===== src/psurl_pkg.sv =====
// ----------------------------------------------------------------------------
// psurl_pkg
// shared types, constants and codes of the per-source udp rate limiter
// ----------------------------------------------------------------------------
package psurl_pkg;

  localparam int unsigned TableEntries = 1024;
  localparam int unsigned IdxW = $clog2(TableEntries);
  localparam int unsigned CntW = $clog2(TableEntries + 1);

  localparam logic [15:0] LenEth     = 16'd14;
  localparam logic [15:0] LenEthIpv4 = 16'd34;
  localparam logic [15:0] TypeIpv4   = 16'h0800;
  localparam logic [7:0]  ProtoUdp   = 8'd17;

  localparam logic [2:0] WhyUntracked = 3'd0;
  localparam logic [2:0] WhyCounted   = 3'd1;
  localparam logic [2:0] WhyFresh     = 3'd2;
  localparam logic [2:0] WhyOver      = 3'd3;
  localparam logic [2:0] WhyFull      = 3'd4;

  localparam logic [0:0] RegWindow = 1'd0;
  localparam logic [0:0] RegLimit  = 1'd1;

  localparam logic [39:0] WindowReset = 40'd1000000000;
  localparam logic [7:0]  LimitReset  = 8'd10;

  typedef struct packed {
    logic [15:0] frame_length;
    logic [15:0] ether_type;
    logic [7:0]  ip_protocol;
    logic [31:0] source_address;
    logic [63:0] arrival_time_ns;
  } pkt_t;

  typedef struct packed {
    logic       drop_packet;
    logic [2:0] decision_reason;
  } verdict_t;

  typedef struct packed {
    logic [0:0]  index;
    logic [63:0] data;
  } cfg_t;

  typedef struct packed {
    logic [31:0] source;
    logic [63:0] window_start;
    logic [7:0]  hits;
  } entry_t;

  // table write request from the controller
  typedef struct packed {
    logic            en;
    logic [IdxW-1:0] addr;
    entry_t          data;
  } tbl_wr_t;

endpackage


===== src/psurl_if.sv =====
// ----------------------------------------------------------------------------
// psurl_if
// valid/ready channels: packet in, verdict out, configuration writes
// ----------------------------------------------------------------------------
interface psurl_pkt_if;
  logic             valid;
  logic             ready;
  psurl_pkg::pkt_t  data;
  modport source (output valid, output data, input ready);
  modport sink   (input valid, input data, output ready);
endinterface

interface psurl_verdict_if;
  logic                valid;
  logic                ready;
  psurl_pkg::verdict_t data;
  modport source (output valid, output data, input ready);
  modport sink   (input valid, input data, output ready);
endinterface



===== src/psurl_ctrl.sv =====
// ----------------------------------------------------------------------------
// psurl_ctrl
// linear search of the filled entries, read-modify-write of the match or append of a new source
// ----------------------------------------------------------------------------
module psurl_ctrl (
  input  logic                        clk,
  input  logic                        rst,
  psurl_pkt_if.sink                   pkt,
  psurl_verdict_if.source             vrd,
  input  logic [39:0]                 window_length_ns,
  input  logic [7:0]                  packets_per_window,
  output logic [psurl_pkg::IdxW-1:0]  rd_addr,
  input  psurl_pkg::entry_t           rd_data,
  output psurl_pkg::tbl_wr_t          wr
);

  localparam logic [2:0] StIdle = 3'd0;
  localparam logic [2:0] StRead = 3'd1;
  localparam logic [2:0] StCmp  = 3'd2;
  localparam logic [2:0] StOut  = 3'd3;

  logic [2:0]                 state, state_next;
  psurl_pkg::pkt_t            cur;
  logic [psurl_pkg::CntW-1:0] in_use;
  logic [psurl_pkg::CntW-1:0] probe;
  logic                       out_valid;
  psurl_pkg::verdict_t        out_data;
  logic                       tracked;
  logic                       hit;
  logic [63:0]                age;
  logic                       probe_last;

  assign tracked = (pkt.data.frame_length >= psurl_pkg::LenEthIpv4) &&
                   (pkt.data.ether_type == psurl_pkg::TypeIpv4) &&
                   (pkt.data.ip_protocol == psurl_pkg::ProtoUdp);
  assign hit = (rd_data.source == cur.source_address);
  assign age = cur.arrival_time_ns - rd_data.window_start;
  assign probe_last = (probe + 1'b1 >= in_use);
  assign rd_addr = probe[psurl_pkg::IdxW-1:0];

  assign pkt.ready = (state == StIdle) && !out_valid;
  assign vrd.valid = out_valid;
  assign vrd.data  = out_data;

  always_comb begin
    state_next = state;
    unique case (state)
      StIdle: if (pkt.valid && pkt.ready && tracked) begin
        state_next = (in_use == '0) ? StOut : StRead;
      end
      StRead: state_next = StCmp;
      StCmp:  state_next = (hit || probe_last) ? StIdle : StRead;
      StOut:  state_next = StIdle;
      default: state_next = StIdle;
    endcase
  end

  always_ff @(posedge clk) begin
    if (rst) begin
      state     <= StIdle;
      in_use    <= '0;
      out_valid <= 1'b0;
      probe     <= '0;
      wr.en     <= 1'b0;
    end else begin
      state <= state_next;
      if (vrd.valid && vrd.ready) begin
        out_valid <= 1'b0;
      end
      unique case (state)
        StIdle: begin
          wr.en <= 1'b0;
          if (pkt.valid && pkt.ready) begin
            cur   <= pkt.data;
            probe <= '0;
            if (!tracked) begin
              out_valid <= 1'b1;
              out_data  <= '{1'b0, psurl_pkg::WhyUntracked};
            end
          end
        end
        StRead: wr.en <= 1'b0;
        StCmp: begin
          if (hit) begin
            out_valid <= 1'b1;
            if (age < {24'd0, window_length_ns}) begin
              if (rd_data.hits >= packets_per_window) begin
                out_data <= '{1'b1, psurl_pkg::WhyOver};
                wr.en    <= 1'b0;
              end else begin
                out_data  <= '{1'b0, psurl_pkg::WhyCounted};
                wr.en     <= 1'b1;
                wr.addr   <= probe[psurl_pkg::IdxW-1:0];
                wr.data   <= '{rd_data.source, rd_data.window_start,
                               rd_data.hits + 8'd1};
              end
            end else begin
              out_data <= '{1'b0, psurl_pkg::WhyFresh};
              wr.en    <= 1'b1;
              wr.addr  <= probe[psurl_pkg::IdxW-1:0];
              wr.data  <= '{rd_data.source, cur.arrival_time_ns, 8'd1};
            end
          end else if (probe_last) begin
            out_valid <= 1'b1;
            if (in_use >= psurl_pkg::CntW'(psurl_pkg::TableEntries)) begin
              out_data <= '{1'b1, psurl_pkg::WhyFull};
              wr.en    <= 1'b0;
            end else begin
              out_data <= '{1'b0, psurl_pkg::WhyFresh};
              wr.en    <= 1'b1;
              wr.addr  <= in_use[psurl_pkg::IdxW-1:0];
              wr.data  <= '{cur.source_address, cur.arrival_time_ns, 8'd1};
              in_use   <= in_use + 1'b1;
            end
          end else begin
            wr.en <= 1'b0;
            probe <= probe + 1'b1;
          end
        end
        StOut: begin
          out_valid <= 1'b1;
          out_data  <= '{1'b0, psurl_pkg::WhyFresh};
          wr.en     <= 1'b1;
          wr.addr   <= '0;
          wr.data   <= '{cur.source_address, cur.arrival_time_ns, 8'd1};
          in_use    <= in_use + 1'b1;
        end
        default: wr.en <= 1'b0;
      endcase
    end
  end

  a_fill_bound: assert property (@(posedge clk) disable iff (rst)
    in_use <= psurl_pkg::CntW'(psurl_pkg::TableEntries))
    else $error("fill count past table size");
  a_fill_step: assert property (@(posedge clk) disable iff (rst)
    !$stable(in_use) |-> $past(wr.en) == 1'b0 && in_use == $past(in_use) + 1'b1)
    else $error("fill count moved by other than one");
  a_busy_no_take: assert property (@(posedge clk) disable iff (rst)
    state != StIdle |-> !pkt.ready)
    else $error("packet taken during search");

endmodule


===== src/flat_wrapper.sv =====
// flat-port wrapper written by rule: the top's interface ports become plain ports
module psurl_ctrl_flat 
  (clk, rst, window_length_ns, packets_per_window, rd_addr, rd_data, wr, pkt_valid, pkt_data, pkt_ready, vrd_valid, vrd_data, vrd_ready);
  psurl_pkt_if pkt_i ();
  psurl_verdict_if vrd_i ();
  input  logic clk;
  input  logic rst;
  input  logic [39:0] window_length_ns;
  input  logic [7:0] packets_per_window;
  output logic [psurl_pkg::IdxW-1:0] rd_addr;
  input  psurl_pkg::entry_t rd_data;
  output psurl_pkg::tbl_wr_t wr;
  input wire logic [$bits(pkt_i.valid)-1:0] pkt_valid;
  input wire logic [$bits(pkt_i.data)-1:0] pkt_data;
  output wire logic [$bits(pkt_i.ready)-1:0] pkt_ready;
  output wire logic [$bits(vrd_i.valid)-1:0] vrd_valid;
  output wire logic [$bits(vrd_i.data)-1:0] vrd_data;
  input wire logic [$bits(vrd_i.ready)-1:0] vrd_ready;
  assign pkt_i.valid = pkt_valid;
  assign pkt_i.data = pkt_data;
  assign pkt_ready = pkt_i.ready;
  assign vrd_valid = vrd_i.valid;
  assign vrd_data = vrd_i.data;
  assign vrd_i.ready = vrd_ready;
  psurl_ctrl u_core (.clk(clk), .rst(rst), .pkt(pkt_i), .vrd(vrd_i), .window_length_ns(window_length_ns), .packets_per_window(packets_per_window), .rd_addr(rd_addr), .rd_data(rd_data), .wr(wr));
endmodule

===== config.mk =====
export PLATFORM = sky130hd
export DESIGN_NAME = psurl_ctrl_flat
export DESIGN_NICKNAME = d
export VERILOG_FILES = /design/src/psurl_pkg.sv /design/src/psurl_if.sv /design/src/psurl_ctrl.sv /design/src/flat_wrapper.sv
export SDC_FILE = /design/constraint.sdc
export NUM_CORES = 1
export LEC_CHECK = 0
export ABC_AREA = 0
export BUFFER_PORTS_ARGS = -buffer_cell sky130_fd_sc_hd__clkbuf_2
export CORE_AREA = 2 2 168 170
export CTS_BUF_LIST = sky130_fd_sc_hd__clkbuf_4
export DETAILED_ROUTE_END_ITERATION = 7
export DIE_AREA = 0 0 170 172
export PLACE_DENSITY_LB_ADDON = 0.15
export SLEW_MARGIN = 30
export SYNTH_ARGS = -nofsm -noshare
export SYNTH_HDL_FRONTEND = slang
export SYNTH_SLANG_ARGS = --single-unit
export TNS_END_PERCENT = 50

===== constraint.sdc =====
create_clock -name clk -period 18.35 [get_ports clk]
set_clock_uncertainty 0.1 [all_clocks]
set_input_delay 2.7525 -clock clk [delete_from_list [all_inputs] [get_ports clk]]
set_output_delay 2.7525 -clock clk [all_outputs]
set_load 0.03 [all_outputs]

==> flow_metrics.py, run 1 <==
metrics = {
    "timing": {
        "rsz0062_at_grt": "false",
        "min_period_over_period": 0.508,
        "worst_slew_pin_slew_ns": 0.948,
        "finalMaxSlewViolations": 0,
        "setup_violations": 0,
        "max_freq_mhz": 107,
        "hold_viol": 0,
        "setup_ws_ns": 9.03,
        "tns_ns": 0,
        "relSlewSlack": 0.361,
        "fin_crit_ns": 9.32,
    },
    "placed_design": {
        "dp_slack_ns": 8.61,
        "hpwl_mm": 36.7,
        "gp_congestion": 0.945,
        "io_buffers": 421,
    },
    "cells_and_area": {
        "ff_latch_area_um2": 6950,
        "area_growth_pct": 17.3,
        "layout_common_cells": "clkbuf_2, edfxtp_1, a21oi_1",
        "nets": 2404,
        "multiInputGateArea_um2": 8100,
        "n_fill_cell": 2208,
        "mostFrequentLayoutCell": "clkbuf_2",
        "drive_gt1_frac": 0.303,
    },
    "clock_tree": {
        "cts_setup_buffers": 0,
        "cts-resized-gates": 0,
        "htree_num_levels": 2,
        "tritoncts": "done",
        "root_buffer": "clkbuf_4",
        "clockBufferDepth": 3,
        "clock-sinks": 240,
        "numCtsBuffers": 60,
        "cts_hold_buffers": 0,
        "clock_latency_ns": 0.72,
        "path_clk_slew_ns": 0.06,
    },
    "grt": {
        "grt_max_degree": 59,
        "grt_pass1_wl_mm": 69.6,
        "grt_use_total": 0.306,
        "grt-ovfl-total": 0,
        "antenna_found_initial": 8,
        "grt_pass1_vias": 13400,
    },
    "worst_setup_path": {
        "crit_start": "rd_data[8]",
        "r2r_slack_ns": 10.74,
        "r2r_end": "u_core.wr[43]$_DFFE_PP_",
        "r2r.worst_path.cells": 24,
        "cp_data_arrival_time_ns": 9.64,
        "critPathCapture": "u_core.wr[43]$_DFFE_PP_",
        "crit_path_end_kind": "flop",
        "crit_path_max_fanout": 38,
        "cp-start-kind": "input port",
        "required_ns": 18.68,
        "crit_type": "in -> reg",
        "rr_startpoint": "u_core.cur[0]$_DFFE_PP_",
    },
    "route": {
        "wl_per_cell_um": 19.3,
        "wl_mm": 46.1,
        "vias": 13800,
        "drt_pass1_iterations": 5,
        "ant_nets": 0,
        "drt-initial-drc-count": 1043,
        "drc": 0,
        "viasPerCell": 5.79,
    },
    "synthesis": {
        "async_flop_share": 0,
        "ys_ff_latch": 240,
        "yosysWarnings": 0,
        "yosysTopAreaCell": "edfxtp_1",
        "synth_edf_count": 214,
        "yosys.area.top_type_share": 0.398,
        "synth_area_um2": 16200,
        "synth_nets": 2019,
        "syn_inst": 1601,
        "synth.distinct_cells": 81,
        "synth_ff_type": "edfxtp_1",
        "yosysSeqAreaShare": 0.430,
        "synthTopCellsByArea": "edfxtp_1, ha_1, mux2_4",
        "avgSynthCellArea_um2": 10.1,
    },
    "floorplanning": {
        "core-area_um2": 27500,
        "dieArea_um2": 29200,
        "rows": 61,
        "io_pins": 423,
        "initial_core_util": 0.588,
        "die_x_um": 170,
        "die_h_um": 172,
    },
    "power": {
        "powerDensity_nw_per_um2": 73.2,
        "cellLeakagePower_nw": 8.48,
        "peakVddDrop_mv": 0.0474,
        "p_total_mw": 1.39,
    },
    "outcome": {
        "outcome": "completed",
    },
    "flow_run": {
        "maxCapViolCount": 0,
    },
    "hold_path": {
        "holdCritPathClass": "reg -> reg",
    },
}
==> layout make-up <==
class                           instances  area share
Antenna cell                            4    0.000529
Sequential cell                       240       0.367
Tap cell                              346      0.0229
Multi-Input combinational cell       1110       0.428
Timing Repair Buffer                  426       0.113
Clock buffer                           90      0.0357
Clock inverter                         18     0.00396
Inverter                              148      0.0293
==> per-stage QoR <==
step	cell area (um2)	instances	hold WS [ns]	util
floorplan	16200	1601	0.365	-
global placement	18200	2270	0.355	0.662
detailed placement	18200	2270	0.360	0.662
CTS	18900	2378	0.375	0.689
global route	18900	2381	0.380	0.689
finish	18900	2382	0.373	0.689
==> cell usage after synthesis (all sizes together) (6+ instances only) <==
cell type	instances
and4	8
mux2	66
nor3	30
a21oi	150
or3	9
nor2	111
and2	10
o21ai	67
edfxtp	214
ha	125
dfxtp	26
a211oi	11
nand2	98
inv	148
o21bai	7
nand3	45
or2	10
xor2	27
nand3b	9
buf	25
a221oi	6
clkbuf	76
and3	8
mux2i	6
xnor2	66
nand4	51
nor4	24
o21a	10
o211ai	14
a21o	32
or4	12
nor2b	7
a31oi	7
nand2b	12
o31ai	13
==> flip-flops by register name, indices dropped and copies added, names as in the netlist <==
| name | count |
|---|---|
| u_core.wr | 115 |
| u_core.cur | 96 |
| u_core.in_use | 11 |
| u_core.probe | 11 |
| u_core.vrd.data | 4 |
| u_core.state | 2 |
| u_core.vrd.valid | 1 |
==> routing by layer <==
layer  vias to the layer above  share of wire  track usage
met2                       565           0.47        0.509
li1                       6662              -            -
met4                         2          0.033        0.116
met1                      6467           0.40        0.378
met5                         -        0.00033            0
met3                        99          0.097       0.0900
==> kinds of logic after synthesis <==
family                   count (synthesis)  synth area share
AO/OA/AOI/OAI                          368             0.142
XOR/XNOR                                93            0.0504
adder cells (fa/ha/maj)                126            0.0981
buffers and inverters                  251            0.0691
flip-flops                             240             0.430
multiplexers                            72            0.0644
AND/OR/NAND/NOR                        451             0.145
==> worst min path at each step <==
stage,start,slack [ns],cells past startpoint,end
2_1_floorplan,u_core.in_use[9]$_SDFFE_PP0P_,0.37,2,u_core.in_use[9]$_SDFFE_PP0P_
3_3_place_gp,u_core.cur[75]$_DFFE_PP_,0.35,0,u_core.wr[83]$_DFFE_PP_
3_5_place_dp,u_core.cur[93]$_DFFE_PP_,0.36,0,u_core.wr[101]$_DFFE_PP_
4_1_cts,u_core.cur[93]$_DFFE_PP_,0.37,0,u_core.wr[101]$_DFFE_PP_
5_1_grt,u_core.cur[87]$_DFFE_PP_,0.38,0,u_core.wr[95]$_DFFE_PP_
6_report,u_core.cur[66]$_DFFE_PP_,0.37,0,u_core.wr[74]$_DFFE_PP_
==> power by group <==
| group | leakage [nW] | internal (mW) | switching [mW] |
|---|---|---|---|
| sequential | 2.18 | 0.618 | 0.0109 |
| combinational | 5.86 | 0.129 | 0.192 |
| clock | 0.448 | 0.223 | 0.213 |
==> critical path, cell delays in order <==
cell and delay, ns:
clkbuf_2 0.09, ha_1 0.20, inv_1 0.07, fa_1 0.23, a211oi_1 0.11, o21ai_0 0.38
a2bb2oi_1 0.18, a21oi_1 0.54, nor2_1 0.22, o21ai_0 0.42, xor2_1 0.21, ha_1 0.27
nand2_1 0.07, nor2_1 0.04, a211oi_1 0.38, nand4_1 0.18, nor4_1 0.35, nand4_1 0.13
nor4_1 0.33, nand4_1 0.21, nor4_4 0.57, nand3_4 0.64, buf_4 0.57, mux2_4 0.40
Note: power is estimated with default switching activity, not from simulation.
==> run 2: changes to the inputs <==
--- a/config.mk
+++ b/config.mk
@@ -7,10 +7,10 @@
 export LEC_CHECK = 0
 export ABC_AREA = 0
 export BUFFER_PORTS_ARGS = -buffer_cell sky130_fd_sc_hd__clkbuf_2
-export CORE_AREA = 2 2 168 170
+export CORE_AREA = 2 2 173 175
 export CTS_BUF_LIST = sky130_fd_sc_hd__clkbuf_4
 export DETAILED_ROUTE_END_ITERATION = 7
-export DIE_AREA = 0 0 170 172
+export DIE_AREA = 0 0 175 177
 export PLACE_DENSITY_LB_ADDON = 0.15
 export SLEW_MARGIN = 30
 export SYNTH_ARGS = -nofsm -noshare
==> constraint.sdc (replaced) <==
create_clock -name clk -period 8.9 [get_ports clk]
set_clock_uncertainty 0.1 [all_clocks]
set_input_delay 1.335 -clock clk [delete_from_list [all_inputs] [get_ports clk]]
set_output_delay 1.335 -clock clk [all_outputs]
set_load 0.03 [all_outputs]
==> run 2 against run 1 <==
Against the previous run:
- sequential power increased by 110%
- cell count is 1.6% higher
- utilization down 4.0 points
- largest cell class unchanged
- cell area increased by 0.20%
- non-clock buffer count rose by 2
- sequential share of layout area decreased by 0.075 points
- critical endpoint is now u_core.wr[26]$_DFFE_PP_
- largest power group unchanged
- clock-buffer cell count decreased by 4
- worst setup slack got worse by 7.4 ns
- sequential cell count unchanged
- via count is 0.19% higher
- register-to-register slack worse by 8.8 ns
==> flow_metrics.py, run 2 (synthesized netlist as in run 1, its figures left out) <==
metrics = {
    "worst_setup_path": {
        "required_ns": 9.17,
        "cp_data_arrival_time_ns": 7.52,
        "crit_path_max_fanout": 42,
        "rr_startpoint": "u_core.cur[0]$_DFFE_PP_",
        "cp-start-kind": "input port",
        "crit_path_end_kind": "flop",
        "max_stage_delay_ns": 0.58,
        "crit_type": "in -> reg",
        "r2r_slack_ns": 1.99,
        "crit_path_frequent_cell": "nand4_1",
        "path_cells": "clkbuf_2, ha_1, inv_1, fa_1, a211oi_1, o21ai_0, a2bb2oi_1, a21oi_1, nor2_1, o21ai_0, xor2_1, ha_1, nand2_1, nor2_1, a211oi_1, nand4_1, nor4_1, nand4_1, nor4_1, nand4_1, nor4_4, nand4b_1, and2_4, buf_4",
        "critPathSlowestCell": "nor4_4",
        "r2r_end": "u_core.wr[26]$_DFFE_PP_",
        "r2r.worst_path.cells": 24,
    },
    "timing": {
        "setup_violations": 0,
        "fin_crit_ns": 7.24,
        "max_freq_mhz": 138,
        "tns_ns": 0,
        "rsz0062_at_grt": "false",
        "min_period_over_period": 0.814,
        "finalMaxSlewViolations": 0,
        "worst_slew_pin_slew_ns": 0.937,
        "hold_viol": 0,
        "relSlewSlack": 0.375,
    },
    "grt": {
        "grt_use_total": 0.287,
        "grt_max_degree": 64,
        "grt_pass1_wl_mm": 70.1,
        "antenna_found_initial": 5,
        "grt_pass1_vias": 13400,
        "grt-ovfl-total": 0,
    },
    "floorplanning": {
        "die_h_um": 177,
        "initial_core_util": 0.552,
        "rows": 63,
        "core-area_um2": 29200,
        "io_pins": 423,
        "dieArea_um2": 31000,
        "die_x_um": 175,
    },
    "cells_and_area": {
        "nets": 2404,
        "mostFrequentLayoutCell": "clkbuf_2",
        "final_cells": 2421,
        "design_area_um2": 19000,
        "largest_register_ffs": 115,
        "n_fill_cell": 2486,
        "area_growth_pct": 17.5,
        "regMostFlops": "u_core.wr",
        "drive_gt1_frac": 0.303,
        "top_regs": "u_core.wr x115, u_core.cur x96",
        "layout_common_cells": "clkbuf_2, edfxtp_1, a21oi_1",
    },
    "power": {
        "powerDensity_nw_per_um2": 149,
        "peakVddDrop_mv": 0.118,
        "cellLeakagePower_nw": 8.48,
        "p_total_mw": 2.83,
    },
    "route": {
        "drt-initial-drc-count": 886,
        "ant_nets": 0,
        "drt_pass1_iterations": 5,
        "drc": 0,
        "wl_mm": 46.1,
        "vias": 13800,
        "viasPerCell": 5.71,
        "wl_per_cell_um": 19.0,
    },
    "clock_tree": {
        "numCtsBuffers": 58,
        "clockBufferDepth": 3,
        "path_clk_slew_ns": 0.07,
        "tritoncts": "done",
        "cts-resized-gates": 0,
        "cts_hold_buffers": 0,
        "cts_setup_buffers": 0,
        "root_buffer": "clkbuf_4",
        "clock_latency_ns": 0.70,
        "htree_num_levels": 2,
        "clock-sinks": 240,
    },
    "hold_path": {
        "hold-path-endpoint": "u_core.wr[88]$_DFFE_PP_",
        "worstHoldPathCells": 0,
        "worstHoldStart": "u_core.cur[80]$_DFFE_PP_",
        "holdCritPathClass": "reg -> reg",
    },
    "outcome": {
        "outcome": "completed",
    },
    "placed_design": {
        "dp.cells": 2316,
        "hpwl_mm": 36.8,
        "dpl_cell_area_um2": 18300,
        "gp_congestion": 0.955,
        "io_buffers": 421,
    },
    "flow_run": {
        "maxCapViolCount": 0,
    },
}
run 2: how the worst max path moves through the flow:
stage                            from                          to  slack, ns  cells after the start
final                      rd_data[8]     u_core.wr[26]$_DFFE_PP_       1.66                     24
after global routing      rd_data[18]     u_core.wr[15]$_DFFE_PP_       1.23                     25
after CTS                  rd_data[8]     u_core.wr[41]$_DFFE_PP_       1.77                     24
after detailed placement  rd_data[18]     u_core.wr[89]$_DFFE_PP_       1.08                     25
after global placement    rd_data[18]     u_core.wr[89]$_DFFE_PP_       1.24                     25
after floorplan           rd_data[20]  u_core.wr[0]$_SDFFCE_PP1P_       0.78                     21
run 2: cell type report:
cell class	count	area (um2)	area share
Sequential cell	240	6950	0.366
Tap cell	390	488	0.0257
Timing Repair Buffer	428	2170	0.114
Multi-Input combinational cell	1110	8100	0.427
Inverter	148	556	0.0293
Antenna cell	4	10.0	0.000527
Clock inverter	15	61.3	0.00323
Clock buffer	86	646	0.0340
run 2: report_power, final:
part / leakage (nW) / internal, mW / switching [mW]
Combinational: 5.87 / 0.266 / 0.392
Clock: 0.431 / 0.439 / 0.437
Sequential: 2.18 / 1.27 / 0.0228
Total: 8.48 / 1.98 / 0.852
run 2: worst max-delay path, delay by kind of cell:
family                     cells  cell delay, ns
AOI/OAI and AO/OA              6            1.70
xor gates and xnor gates       1            0.19
adders and majority gates      3            0.91
buffers and inverters          3            0.52
and+or+nand+nor               11            2.79
run 2: stage by stage:
step | util | hold slack, ns | worst slack, ns
floorplan | - | 0.365 | 0.785
global placement | 0.624 | 0.359 | 1.24
detailed placement | 0.624 | 0.362 | 1.08
CTS | 0.649 | 0.347 | 1.77
global route | 0.649 | 0.363 | 1.23
finish | 0.649 | 0.348 | 1.66
run 2: layer usage:
layer | track usage | vias to the layer above | routed length, um
li1 | - | 6644 | -
met5 | 0 | - | 13
met4 | 0.0729 | 2 | 829
met1 | 0.362 | 6520 | 19000
met2 | 0.489 | 589 | 21900
met3 | 0.0797 | 66 | 4340
==> run 3: changes to the inputs <==
==> constraint.sdc (replaced) <==
create_clock -name clk -period 6.75 [get_ports clk]
set_clock_uncertainty 0.1 [all_clocks]
set_input_delay 1.0125 -clock clk [delete_from_list [all_inputs] [get_ports clk]]
set_output_delay 1.0125 -clock clk [all_outputs]
set_load 0.03 [all_outputs]
==> run 3 against run 2 <==
Against the previous run:
- wire length grew 2.6%
- sequential share of layout area shrank 0.92 points
- first-iteration DRC count grew 8.0%
- die area is the same
- cell area grew 2.6%
- non-clock buffer count grew 55
- via count grew 0.96%
- critical path depth grew 2
- utilization grew 1.7 points
==> flow_metrics.py, run 3 (synthesized netlist as in run 1, its figures left out) <==
metrics = {
    "route": {
        "ant_nets": 0,
        "wl_mm": 47.3,
        "drt-initial-drc-count": 957,
        "viasPerCell": 5.63,
        "vias": 14000,
        "drt_pass1_iterations": 5,
        "wl_per_cell_um": 19.1,
        "drc": 0,
    },
    "worst_setup_path": {
        "crit_path_end_kind": "flop",
        "r2r_end": "u_core.wr[41]$_DFFE_PP_",
        "crit_path_max_fanout": 35,
        "r2r_slack_ns": 0.35,
        "r2r.worst_path.cells": 26,
        "required_ns": 7.07,
        "crit_type": "reg -> reg",
        "cp.buffers_inverters": 5,
        "max_stage_delay_ns": 0.44,
        "crit_family": "simple AND/OR/NAND/NOR gates",
        "rr_startpoint": "u_core.cur[0]$_DFFE_PP_",
        "cp_data_arrival_time_ns": 6.72,
        "cp-start-kind": "flop",
        "critPathSlowestCell": "nor4_1",
        "critPathCapture": "u_core.wr[41]$_DFFE_PP_",
        "path_depth": 26,
        "crit_path_frequent_cell": "nand4_1",
        "crit_start": "u_core.cur[0]$_DFFE_PP_",
    },
    "cells_and_area": {
        "n_fill_cell": 2423,
        "largest_register_ffs": 115,
        "drive_gt1_frac": 0.321,
        "mostFrequentLayoutCell": "clkbuf_2",
        "area_growth_pct": 20.5,
        "nets": 2460,
        "top_regs": "u_core.wr x115, u_core.cur x96",
        "layout_common_cells": "clkbuf_2, edfxtp_1, a21oi_1",
        "regMostFlops": "u_core.wr",
    },
    "clock_tree": {
        "root_buffer": "clkbuf_4",
        "tritoncts": "done",
        "htree_num_levels": 2,
        "cts_setup_buffers": 0,
        "cts-resized-gates": 0,
        "cts_hold_buffers": 0,
        "clock_latency_ns": 0.71,
        "clock-sinks": 240,
        "path_clk_slew_ns": 0.07,
        "clockBufferDepth": 3,
        "numCtsBuffers": 59,
    },
    "grt": {
        "grt-ovfl-total": 0,
        "grt_max_degree": 55,
        "grt_pass1_vias": 13400,
        "grt_use_total": 0.295,
        "antenna_found_initial": 3,
        "grt_pass1_wl_mm": 71.7,
    },
    "timing": {
        "finalMaxSlewViolations": 0,
        "worst_slew_pin_slew_ns": 0.828,
        "hold_viol": 0,
        "fin_crit_ns": 6.40,
        "rsz0062_at_grt": "false",
        "tns_ns": 0,
        "relSlewSlack": 0.442,
        "setup_violations": 0,
        "max_freq_mhz": 156,
        "min_period_over_period": 0.948,
    },
    "floorplanning": {
        "dieArea_um2": 31000,
        "initial_core_util": 0.552,
        "rows": 63,
        "die_h_um": 177,
        "core-area_um2": 29200,
        "io_pins": 423,
        "die_x_um": 175,
    },
    "hold_path": {
        "holdCritPathClass": "reg -> reg",
    },
    "power": {
        "p_seq_frac": 0.447,
        "power_switching_share": 0.299,
        "p_sw_mw": 1.14,
        "p_total_mw": 3.83,
        "p_int_mw": 2.69,
        "combPwrFrac": 0.236,
        "pwr-share-clk": 0.317,
        "peakVddDrop_mv": 0.127,
        "cellLeakagePower_nw": 8.78,
        "powerDensity_nw_per_um2": 197,
    },
    "placed_design": {
        "hpwl_mm": 38.2,
        "gp_congestion": 0.953,
        "io_buffers": 421,
    },
    "flow_run": {
        "maxCapViolCount": 0,
    },
    "outcome": {
        "outcome": "completed",
    },
}
-- run 3: changes by cell type in the layout (fill, tap and decap cells not counted), sizes merged --
cell	delta
bufinv	+1
clkbuf	+2
diode	-2
buf	+55
-- run 3: worst min path at each step --
stage	from	end	slack, ns	depth (start not counted)
4_1_cts	pkt_data[15]	u_core.cur[15]$_DFFE_PP_	0.33	1
5_1_grt	pkt_data[15]	u_core.cur[15]$_DFFE_PP_	0.32	1
6_report	u_core.cur[80]$_DFFE_PP_	u_core.wr[88]$_DFFE_PP_	0.37	0
3_3_place_gp	u_core.cur[90]$_DFFE_PP_	u_core.wr[98]$_DFFE_PP_	0.35	0
2_1_floorplan	u_core.in_use[9]$_SDFFE_PP0P_	u_core.in_use[9]$_SDFFE_PP0P_	0.37	2
3_5_place_dp	u_core.cur[73]$_DFFE_PP_	u_core.wr[81]$_DFFE_PP_	0.36	0
-- run 3: metrics by stage --
stage	util	instances	instance area, um2	hold slack, ns	worst slack [ns]
after floorplan	-	1601	16200	0.365	-0.263
after global placement	0.640	2371	18700	0.355	-0.0221
after detailed placement	0.640	2371	18700	0.360	-0.176
after CTS	0.665	2475	19500	0.329	0.426
after global routing	0.666	2477	19500	0.319	0.0675
final	0.666	2477	19500	0.366	0.353
-- run 3: power by group through the flow --
stage	sequential [mW]	combinational, mW	clock (mW)
2_1_floorplan	1.77	0.565	0
3_3_place_gp	1.74	0.871	0
3_5_place_dp	1.74	0.893	0
4_1_cts	1.71	0.899	1.24
5_1_grt	1.72	0.998	1.32
6_report	1.71	0.906	1.21
-- run 3: final cells by class --
| class | count | area [um2] | area share |
|---|---|---|---|
| clock buffer | 88 | 661 | 0.0339 |
| multi-input combinational | 1110 | 8100 | 0.416 |
| inverter | 148 | 556 | 0.0285 |
| timing repair buffer | 483 | 2620 | 0.135 |
| tap | 390 | 488 | 0.0251 |
| antenna | 2 | 5.00 | 0.000257 |
| clock inverter | 16 | 87.6 | 0.00450 |
| sequential | 240 | 6950 | 0.357 |
-- run 3: worst register-to-register path: stages, from the launching register on --
cell	delay [ns]
edfxtp_1	0.39
inv_1	0.08
ha_1	0.16
inv_1	0.06
fa_1	0.42
a211oi_1	0.34
o21ai_0	0.25
a2bb2oi_1	0.23
a21oi_1	0.15
buf_4	0.16
nor2_1	0.13
o21ai_0	0.26
xor2_1	0.22
ha_1	0.32
nand2_1	0.07
nor2_1	0.05
a211oi_1	0.25
nand4_1	0.15
nor4_1	0.33
nand4_1	0.13
nor4_1	0.44
nand4_1	0.22
nor4_4	0.31
buf_4	0.19
nand3_4	0.12
buf_12	0.23
mux2_4	0.39
-- run 3: per-layer routing --
metal | routed length [um] | vias to the layer above | track usage
met3 | 4250 | 68 | 0.0788
met4 | 1120 | 0 | 0.0806
met2 | 22400 | 577 | 0.500
met1 | 19500 | 6560 | 0.373
li1 | - | 6749 | -
met5 | 0 | - | 0
